### src/design/tcn_pkg.sv
// shared types and constants for the timestamp carry normaliser
`default_nettype none

package tcn_pkg;

   // calendar constants
   localparam int unsigned MILLI_PER_SEC  = 1000;
   localparam int unsigned SEC_PER_MIN    = 60;
   localparam int unsigned MIN_PER_HOUR   = 60;
   localparam logic [31:0] HOUR_PER_DAY   = 32'd24;
   localparam logic [9:0]  DAYS_COMMON    = 10'd366;   // first day past a common year
   localparam logic [9:0]  DAYS_LEAP      = 10'd367;   // first day past a leap year
   localparam logic [8:0]  DAY_FIRST      = 9'd1;

   // year / 100 by reciprocal, exact for any 14-bit year
   localparam int unsigned          YEAR_W        = 14;
   localparam logic [13:0]          YEARS_CENTURY = 14'd100;
   localparam int unsigned          CENT_SHIFT    = YEAR_W + 7;
   localparam longint unsigned      CENT_RECIP_L  = ((64'd1 << CENT_SHIFT) + 64'd99) / 64'd100;
   localparam logic [14:0]          CENT_RECIP    = CENT_RECIP_L[14:0];

   // one timestamp record as it moves down the pipe
   typedef struct packed {
      logic [13:0]        year;
      logic [8:0]         day;
      logic signed [31:0] hour;
      logic signed [31:0] minute;
      logic signed [31:0] second;
      logic signed [31:0] milli;
   } tcn_rec_type;

   // per-stage control: word present, and carry chain already stopped
   typedef struct packed {
      logic valid;
      logic done;
   } tcn_ctl_type;

endpackage

`default_nettype wire

### src/design/tcn_carry_stage.sv
// one floor-divide-and-carry step: field split by a constant, quotient carried upward
`default_nettype none

module tcn_carry_stage
   import tcn_pkg::*;
#(
   parameter int unsigned DIVISOR = 60
) (
   input  wire logic               clock,
   input  wire logic               reset,
   input  wire tcn_ctl_type        in_ctl,
   input  wire tcn_rec_type        in_rec,
   input  wire logic signed [31:0] in_num,
   input  wire logic signed [31:0] in_next,
   output      tcn_ctl_type        out_ctl,
   output      tcn_rec_type        out_rec,
   output      logic signed [31:0] out_num,
   output      logic signed [31:0] out_next
);

   // reciprocal exact for any 31-bit magnitude
   localparam int unsigned     SHIFT   = 31 + $clog2(DIVISOR);
   localparam longint unsigned RECIP_L = ((64'd1 << SHIFT) + 64'(DIVISOR) - 64'd1)
                                         / 64'(DIVISOR);
   localparam logic [31:0]     RECIP   = RECIP_L[31:0];
   localparam int unsigned     REM_W   = $clog2(DIVISOR);
   localparam logic [30:0]     DIV_31  = 31'(DIVISOR);
   localparam logic [31:0]     DIV_32  = 32'(DIVISOR);
   localparam logic [REM_W-1:0] REM_MAX = REM_W'(DIVISOR - 1);

   // multiply step
   logic               neg;
   logic [30:0]        mag;

   tcn_ctl_type        ctl_a_ff;
   tcn_rec_type        rec_a_ff;
   logic signed [31:0] num_a_ff;
   logic signed [31:0] next_a_ff;
   logic               neg_a_ff;
   logic [30:0]        mag_a_ff;
   logic [62:0]        prod_a_ff;

   // negative values fold onto ~v so floor division becomes unsigned division
   assign neg = in_num[31];
   assign mag = neg ? ~in_num[30:0] : in_num[30:0];

   always_ff @(posedge clock) begin
      if (reset) begin
         ctl_a_ff <= '0;
      end else begin
         ctl_a_ff <= in_ctl;
      end
   end

   always_ff @(posedge clock) begin
      rec_a_ff  <= in_rec;
      num_a_ff  <= in_num;
      next_a_ff <= in_next;
      neg_a_ff  <= neg;
      mag_a_ff  <= mag;
      prod_a_ff <= 63'(mag) * 63'(RECIP);
   end

   // remainder and carry step
   logic [30:0]        quot;
   logic [30:0]        rem_full;
   logic [REM_W-1:0]   rem;
   logic signed [31:0] quot_s;
   logic               in_range;
   tcn_ctl_type        ctl_b_in;
   logic signed [31:0] num_b_in;
   logic signed [31:0] next_b_in;

   tcn_ctl_type        ctl_b_ff;
   tcn_rec_type        rec_b_ff;
   logic signed [31:0] num_b_ff;
   logic signed [31:0] next_b_ff;

   always_comb begin
      quot     = 31'(prod_a_ff >> SHIFT);
      rem_full = mag_a_ff - 31'(quot * DIV_31);
      rem      = neg_a_ff ? (REM_MAX - rem_full[REM_W-1:0]) : rem_full[REM_W-1:0];
      quot_s   = neg_a_ff ? ~{1'b0, quot} : {1'b0, quot};
      in_range = !num_a_ff[31] && (num_a_ff < DIV_32);

      ctl_b_in.valid = ctl_a_ff.valid;
      ctl_b_in.done  = ctl_a_ff.done | in_range;

      // once the chain has stopped, everything from here on passes untouched
      if (ctl_a_ff.done) begin
         num_b_in  = num_a_ff;
         next_b_in = next_a_ff;
      end else begin
         num_b_in  = {{(32-REM_W){1'b0}}, rem};
         next_b_in = next_a_ff + quot_s;
      end
   end

   always_ff @(posedge clock) begin
      if (reset) begin
         ctl_b_ff <= '0;
      end else begin
         ctl_b_ff <= ctl_b_in;
      end
   end

   always_ff @(posedge clock) begin
      rec_b_ff  <= rec_a_ff;
      num_b_ff  <= num_b_in;
      next_b_ff <= next_b_in;
   end

   assign out_ctl  = ctl_b_ff;
   assign out_rec  = rec_b_ff;
   assign out_num  = num_b_ff;
   assign out_next = next_b_ff;

endmodule

`default_nettype wire

### src/design/tcn_day_stage.sv
// hour wrap, day advance with leap-year test, year rollover and result register
`default_nettype none

module tcn_day_stage
   import tcn_pkg::*;
(
   input  wire logic        clock,
   input  wire logic        reset,
   input  wire tcn_ctl_type in_ctl,
   input  wire tcn_rec_type in_rec,
   output      logic        out_valid,
   output      tcn_rec_type out_rec
);

   logic [28:0]  cent_prod;
   logic [7:0]   cent;
   logic         by_century;
   logic         leap;
   logic         roll;
   logic [9:0]   day_sum;
   logic         keep_day;
   tcn_rec_type  rec_in;

   logic         valid_ff;
   tcn_rec_type  rec_ff;

   always_comb begin
      cent_prod  = 29'(in_rec.year) * 29'(CENT_RECIP);
      cent       = 8'(cent_prod >> CENT_SHIFT);
      by_century = ((14'(cent) * YEARS_CENTURY) == in_rec.year);
      leap       = by_century ? (cent[1:0] == 2'b00) : (in_rec.year[1:0] == 2'b00);

      roll     = !in_ctl.done && !in_rec.hour[31] && (in_rec.hour >= HOUR_PER_DAY);
      day_sum  = {1'b0, in_rec.day} + 10'd1;
      keep_day = (day_sum < DAYS_COMMON) || (leap && (day_sum < DAYS_LEAP));

      rec_in = in_rec;
      if (roll) begin
         rec_in.hour = in_rec.hour - HOUR_PER_DAY;
         if (keep_day) begin
            rec_in.day = day_sum[8:0];
         end else begin
            rec_in.day  = DAY_FIRST;
            rec_in.year = in_rec.year + 14'd1;
         end
      end
   end

   always_ff @(posedge clock) begin
      if (reset) begin
         valid_ff <= 1'b0;
      end else begin
         valid_ff <= in_ctl.valid;
      end
   end

   always_ff @(posedge clock) begin
      rec_ff <= rec_in;
   end

   assign out_valid = valid_ff;
   assign out_rec   = rec_ff;

endmodule

`default_nettype wire

### src/design/timestamp_carry_normalizer_core.sv
// top level of the timestamp carry normaliser
`default_nettype none

// timestamp carry normaliser
//
// input channel: a word (year, day of year, hour, minute, second, millisecond)
// is taken at a rising edge where start is high and busy is low. busy is high
// only while reset is applied and for the cycle after, so once out of reset a
// new word can be given on every cycle.
//
// result channel: rsp_valid strobes for exactly one cycle with the normalised
// word on the rsp_ ports; there is no back-pressure, the receiver must take it.
//
// throughput: one word per cycle. the pipe is an input register, then two
// registers for each of the millisecond, second and minute carry steps
// (reciprocal multiply, then remainder and carry), then the hour/day/year step
// into the result register. the multiply in each carry step sets the stage
// split.
//
// reset clears all valid flags, so any words in flight are dropped; no state
// survives between words, each result depends only on its own word.
module timestamp_carry_normalizer_core
   import tcn_pkg::*;
(
   input  wire logic               clock,
   input  wire logic               reset,
   input  wire logic               start,
   output      logic               busy,
   input  wire logic [13:0]        req_year_in,
   input  wire logic [8:0]         req_day_in,
   input  wire logic signed [31:0] req_hour_in,
   input  wire logic signed [31:0] req_minute_in,
   input  wire logic signed [31:0] req_second_in,
   input  wire logic signed [31:0] req_milli_in,
   output      logic               rsp_valid,
   output      logic [13:0]        rsp_year_out,
   output      logic [8:0]         rsp_day_out,
   output      logic signed [31:0] rsp_hour_out,
   output      logic signed [31:0] rsp_minute_out,
   output      logic signed [31:0] rsp_second_out,
   output      logic [9:0]         rsp_milli_out
);

   // busy only around reset
   logic busy_ff;

   always_ff @(posedge clock) begin
      if (reset) begin
         busy_ff <= 1'b1;
      end else begin
         busy_ff <= 1'b0;
      end
   end

   assign busy = busy_ff;

   // input register
   tcn_ctl_type ctl_in;
   tcn_ctl_type ctl0_ff;
   tcn_rec_type rec0_ff;

   always_comb begin
      ctl_in.valid = start & ~busy_ff;
      ctl_in.done  = 1'b0;      // nothing has stopped the carry chain yet
   end

   always_ff @(posedge clock) begin
      if (reset) begin
         ctl0_ff <= '0;
      end else begin
         ctl0_ff <= ctl_in;
      end
   end

   always_ff @(posedge clock) begin
      rec0_ff.year   <= req_year_in;
      rec0_ff.day    <= req_day_in;
      rec0_ff.hour   <= req_hour_in;
      rec0_ff.minute <= req_minute_in;
      rec0_ff.second <= req_second_in;
      rec0_ff.milli  <= req_milli_in;
   end

   // millisecond step: milli mod 1000, quotient into seconds
   tcn_ctl_type        ms_ctl;
   tcn_rec_type        ms_rec;
   logic signed [31:0] ms_num;
   logic signed [31:0] ms_next;
   tcn_rec_type        rec1;

   tcn_carry_stage #(
      .DIVISOR (MILLI_PER_SEC)
   ) u_milli_stage (
      .clock    (clock),
      .reset    (reset),
      .in_ctl   (ctl0_ff),
      .in_rec   (rec0_ff),
      .in_num   (rec0_ff.milli),
      .in_next  (rec0_ff.second),
      .out_ctl  (ms_ctl),
      .out_rec  (ms_rec),
      .out_num  (ms_num),
      .out_next (ms_next)
   );

   always_comb begin
      rec1        = ms_rec;
      rec1.milli  = ms_num;
      rec1.second = ms_next;
   end

   // second step: second mod 60, quotient into minutes
   tcn_ctl_type        sc_ctl;
   tcn_rec_type        sc_rec;
   logic signed [31:0] sc_num;
   logic signed [31:0] sc_next;
   tcn_rec_type        rec2;

   tcn_carry_stage #(
      .DIVISOR (SEC_PER_MIN)
   ) u_second_stage (
      .clock    (clock),
      .reset    (reset),
      .in_ctl   (ms_ctl),
      .in_rec   (rec1),
      .in_num   (rec1.second),
      .in_next  (rec1.minute),
      .out_ctl  (sc_ctl),
      .out_rec  (sc_rec),
      .out_num  (sc_num),
      .out_next (sc_next)
   );

   always_comb begin
      rec2        = sc_rec;
      rec2.second = sc_num;
      rec2.minute = sc_next;
   end

   // minute step: minute mod 60, quotient into hours
   tcn_ctl_type        mn_ctl;
   tcn_rec_type        mn_rec;
   logic signed [31:0] mn_num;
   logic signed [31:0] mn_next;
   tcn_rec_type        rec3;

   tcn_carry_stage #(
      .DIVISOR (MIN_PER_HOUR)
   ) u_minute_stage (
      .clock    (clock),
      .reset    (reset),
      .in_ctl   (sc_ctl),
      .in_rec   (rec2),
      .in_num   (rec2.minute),
      .in_next  (rec2.hour),
      .out_ctl  (mn_ctl),
      .out_rec  (mn_rec),
      .out_num  (mn_num),
      .out_next (mn_next)
   );

   always_comb begin
      rec3        = mn_rec;
      rec3.minute = mn_num;
      rec3.hour   = mn_next;
   end

   // hour wrap and day / year rollover, into the result register
   tcn_rec_type rsp_rec;

   tcn_day_stage u_day_stage (
      .clock     (clock),
      .reset     (reset),
      .in_ctl    (mn_ctl),
      .in_rec    (rec3),
      .out_valid (rsp_valid),
      .out_rec   (rsp_rec)
   );

   assign rsp_year_out   = rsp_rec.year;
   assign rsp_day_out    = rsp_rec.day;
   assign rsp_hour_out   = rsp_rec.hour;
   assign rsp_minute_out = rsp_rec.minute;
   assign rsp_second_out = rsp_rec.second;
   // always 0 to 999 by here, so the low ten bits carry it all
   assign rsp_milli_out  = rsp_rec.milli[9:0];

endmodule

`default_nettype wire

### config.mk
export PLATFORM = sky130hd
export DESIGN_NAME = timestamp_carry_normalizer_core
export DESIGN_NICKNAME = d
export VERILOG_FILES = /design/src/design/tcn_pkg.sv /design/src/design/tcn_carry_stage.sv /design/src/design/tcn_day_stage.sv /design/src/design/timestamp_carry_normalizer_core.sv
export SDC_FILE = /design/constraint.sdc
export NUM_CORES = 2
export LEC_CHECK = 0
export ABC_CLOCK_PERIOD_IN_PS = 18590
export BUFFER_PORTS_ARGS = -buffer_cell sky130_fd_sc_hd__buf_2
export CORE_MARGIN = 5
export CORE_UTILIZATION = 40
export CTS_CLUSTER_DIAMETER = 100
export CTS_CLUSTER_SIZE = 16
export DETAILED_ROUTE_END_ITERATION = 12
export GPL_ROUTABILITY_DRIVEN = 0
export GPL_TIMING_DRIVEN = 1
export REMOVE_ABC_BUFFERS = 1
export SYNTH_ARGS = -nofsm -noshare
export SYNTH_HDL_FRONTEND = slang
export SYNTH_SLANG_ARGS = --single-unit
### constraint.sdc
create_clock -name clock -period 18.59 [get_ports clock]
set_input_delay 1.859 -clock clock [delete_from_list [all_inputs] [get_ports clock]]
set_output_delay 1.859 -clock clock [all_outputs]
set_load 0.05 [all_outputs]
==> results.cfg <==
[worst_setup_path]
required_ns = 19.19
crit_top_cell = inv_1
crit_slowest_cell = dfxtp_1
worstPathArrival_ns = 10.45
critPathMaxFanout = 13
crit_start = u_minute_stage.out_rec[148]$_DFF_P_
critical_path.startpoint_type = flop
r2r_start = u_minute_stage.out_rec[148]$_DFF_P_
reg2reg_depth = 34
critPathMaxStageDelay_ns = 0.81
cp-end-kind = flop
path_class = flop to flop

[synth]
synth_area_um2 = 68300
async_flop_share_pct = 0
synthCells = 6406
synth_edf_count = 0
ys_warn_count = 0
synth_cell_types = 74
syn_area_per_cell_um2 = 10.7
synth-seq-cells = 1183
synthFlopType = dfxtp_1
seq_area_frac_synth_pct = 34.7

[routing]
route.detailed.drc = 0
initialDrtViolationCount = 2173
wl_per_cell_um = 18.1
vias = 43800
drt_pass1_iterations = 7
drtAntennaViolNets = 0
avgViaCountPerCell = 4.90
routed_wirelength_um = 161000

[die]
die_x_um = 423
io-pin-count = 285
num_rows = 151
die_y_um = 423
start_util_pct = 40.2
fp.coreArea_um2 = 170000
die_area_um2 = 179000

[grt]
globalRouteMet1Util_pct = 20.7
grt_pass1_vias = 47000
overflow = 0
grt_pass1_wl_um = 256000
grtUsageTotal_pct = 18.1
grt_max_degree = 96
antenna_found_initial = 9
grt_util_met2_pct = 34.1
met3_usage_pct = 2.63
top_usage_layer = met2

[cts]
cts_setup_buffers = 0
cts_buffers = 89
cts-htree-levels = 3
cts_tree = done
clockBufferDepth = 3
cts_root_buffer = clkbuf_16
postCtsHoldBufs = 0
ctsResizeCount = 0
clk_latency_ns = 0.72
cts.clk_slew.worst_paths_ns = 0.07
cts.sink_count = 1183

[timing]
fmax_ghz = 0.102
tns_ns = 0
worstMarginPinSlew_ns = 1.04
worst_clock_skew_ns = 0.0295
slew_viol_final = 0
relSlewSlack_pct = 30.5
setup_viol = 0
finalCritPeriodShare_pct = 53.0
rsz0062_at_grt = false
layout_min_cycle_time_ns = 9.85
hold_viol = 0

[status]
status = finished clean

[cells_and_area]
layout-drive-gt1-share_pct = 7.15
seq_area_um2 = 23700
fillerInstances = 16100
final_core_util_pct = 44.1
multi_input_area_um2 = 40200
nNetsFinal = 8456
area_delta_synth_final_pct = 9.69
stdcell_area_um2 = 74900

[placed_design]
hpwl_um = 134000
dpl_cell_area_um2 = 72400
port_buffers = 284

[hold_path]
worstHoldStart = u_minute_stage.out_rec[57]$_DFF_P_
whs_path_depth = 0
hold_class = flop to flop

[flow_run]
cap_violations = 0
-- critical path, delay by kind of cell (launching register included) --
kind | cells | cell delay, ns
XOR/XNOR | 1 | 0.32
flip-flops | 1 | 0.81
AND/OR/NAND/NOR | 2 | 0.28
multiplexers | 1 | 0.31
adder cells (fa/ha/maj) | 10 | 4.17
AO/OA/AOI/OAI | 13 | 3.28
buffers and inverters | 7 | 0.55
-- metal layers --
layer	wire, um	vias up	part of all wire [%]
li1	-	21400	-
met1	63400	21300	39
met2	84600	866	52
met3	6760	269	4.2
met4	6460	4	4.0
met5	32	-	0.020
-- kinds of logic after synthesis --
family	after synthesis	share of synthesized area [%]
multiplexers	14	0.220
buffers and inverters	1203	6.63
XOR/XNOR	540	6.93
flip-flops	1183	34.7
adder cells (fa/ha/maj)	1611	36.1
AND/OR/NAND/NOR	965	6.99
AO/OA/AOI/OAI	890	8.43
-- flip-flops by register name, summed over array words and instances (netlist names), 65 cells and up --
signal,flops
u_minute_stage.out_rec,65
u_second_stage.rec_a_ff,65
u_milli_stage.rec_a_ff,87
rec0_ff,151
u_milli_stage.out_rec,87
u_second_stage.out_rec,65
u_day_stage.out_rec,129
u_minute_stage.rec_a_ff,65
-- synthesized netlist by cell type, drive strengths merged (8+ instances only) --
master,instances,area share (%)
nand2b,32,0.29
and2,90,0.82
o21ai,203,1.5
o211ai,30,0.33
o22ai,13,0.12
inv,1084,6.0
nor3,56,0.41
dfxtp,1183,35
fa,600,18
buf,22,0.14
o21a,35,0.38
nand3,67,0.49
nand2,289,1.6
a221oi,14,0.18
or3,22,0.21
nor4,26,0.24
o21bai,43,0.47
a31oi,22,0.20
a21oi,222,1.6
nand4,53,0.49
xnor2,234,3.0
o2111ai,12,0.15
a31o,9,0.12
a2111oi,12,0.15
o31ai,20,0.22
ha,1011,19
a21boi,8,0.088
xor2,306,3.9
mux2,8,0.13
and4,13,0.17
a21o,148,1.6
nor2,200,1.1
a211oi,31,0.34
clkbuf,97,0.53
nor2b,45,0.41
and3,32,0.29
-- final timing paths --
check                                     endpoint  slack, ns
setup / recovery  u_day_stage.out_rec[138]$_DFF_P_       8.74
hold reg to reg    u_day_stage.out_rec[57]$_DFF_P_       0.30
hold / removal     u_day_stage.out_rec[57]$_DFF_P_       0.30
setup reg to reg  u_day_stage.out_rec[138]$_DFF_P_       8.74
-- cell type report --
class	instances	area share (%)
well taps	2218	3.71
clock inverters	16	0.286
flip-flops and latches	1183	31.6
clock buffers	95	3.09
multi-input cells	4020	53.7
inverters	1084	5.43
diodes	1	0.00334
repair buffers	313	2.19
-- cells in the final DEF (no fill, tap or decap), types with 35 or more instances in the layout --
cell / count
dfxtp_1: 1175
inv_1: 1084
ha_1: 1011
fa_1: 600
xor2_1: 291
nand2_1: 289
buf_2: 284
xnor2_1: 234
a21oi_1: 222
o21ai_0: 202
nor2_1: 200
a21o_1: 148
clkbuf_16: 92
and2_1: 90
nand3_1: 67
nor3_1: 56
nand4_1: 53
nor2b_1: 45
o21bai_1: 43
o21a_1: 35
-- per-stage QoR --
stage / setup WS [ns] / std cells / hold WS, ns
3_3_place_gp: 9.13 / 8818 / 0.310
5_1_grt: 8.10 / 8930 / 0.300
2_1_floorplan: 9.45 / 6287 / 0.310
3_5_place_dp: 8.90 / 8818 / 0.312
6_report: 8.74 / 8930 / 0.299
4_1_cts: 8.85 / 8929 / 0.289
Power is not shown: default switching activity piles up to over one toggle a cycle in this logic, so the estimate is an artifact.
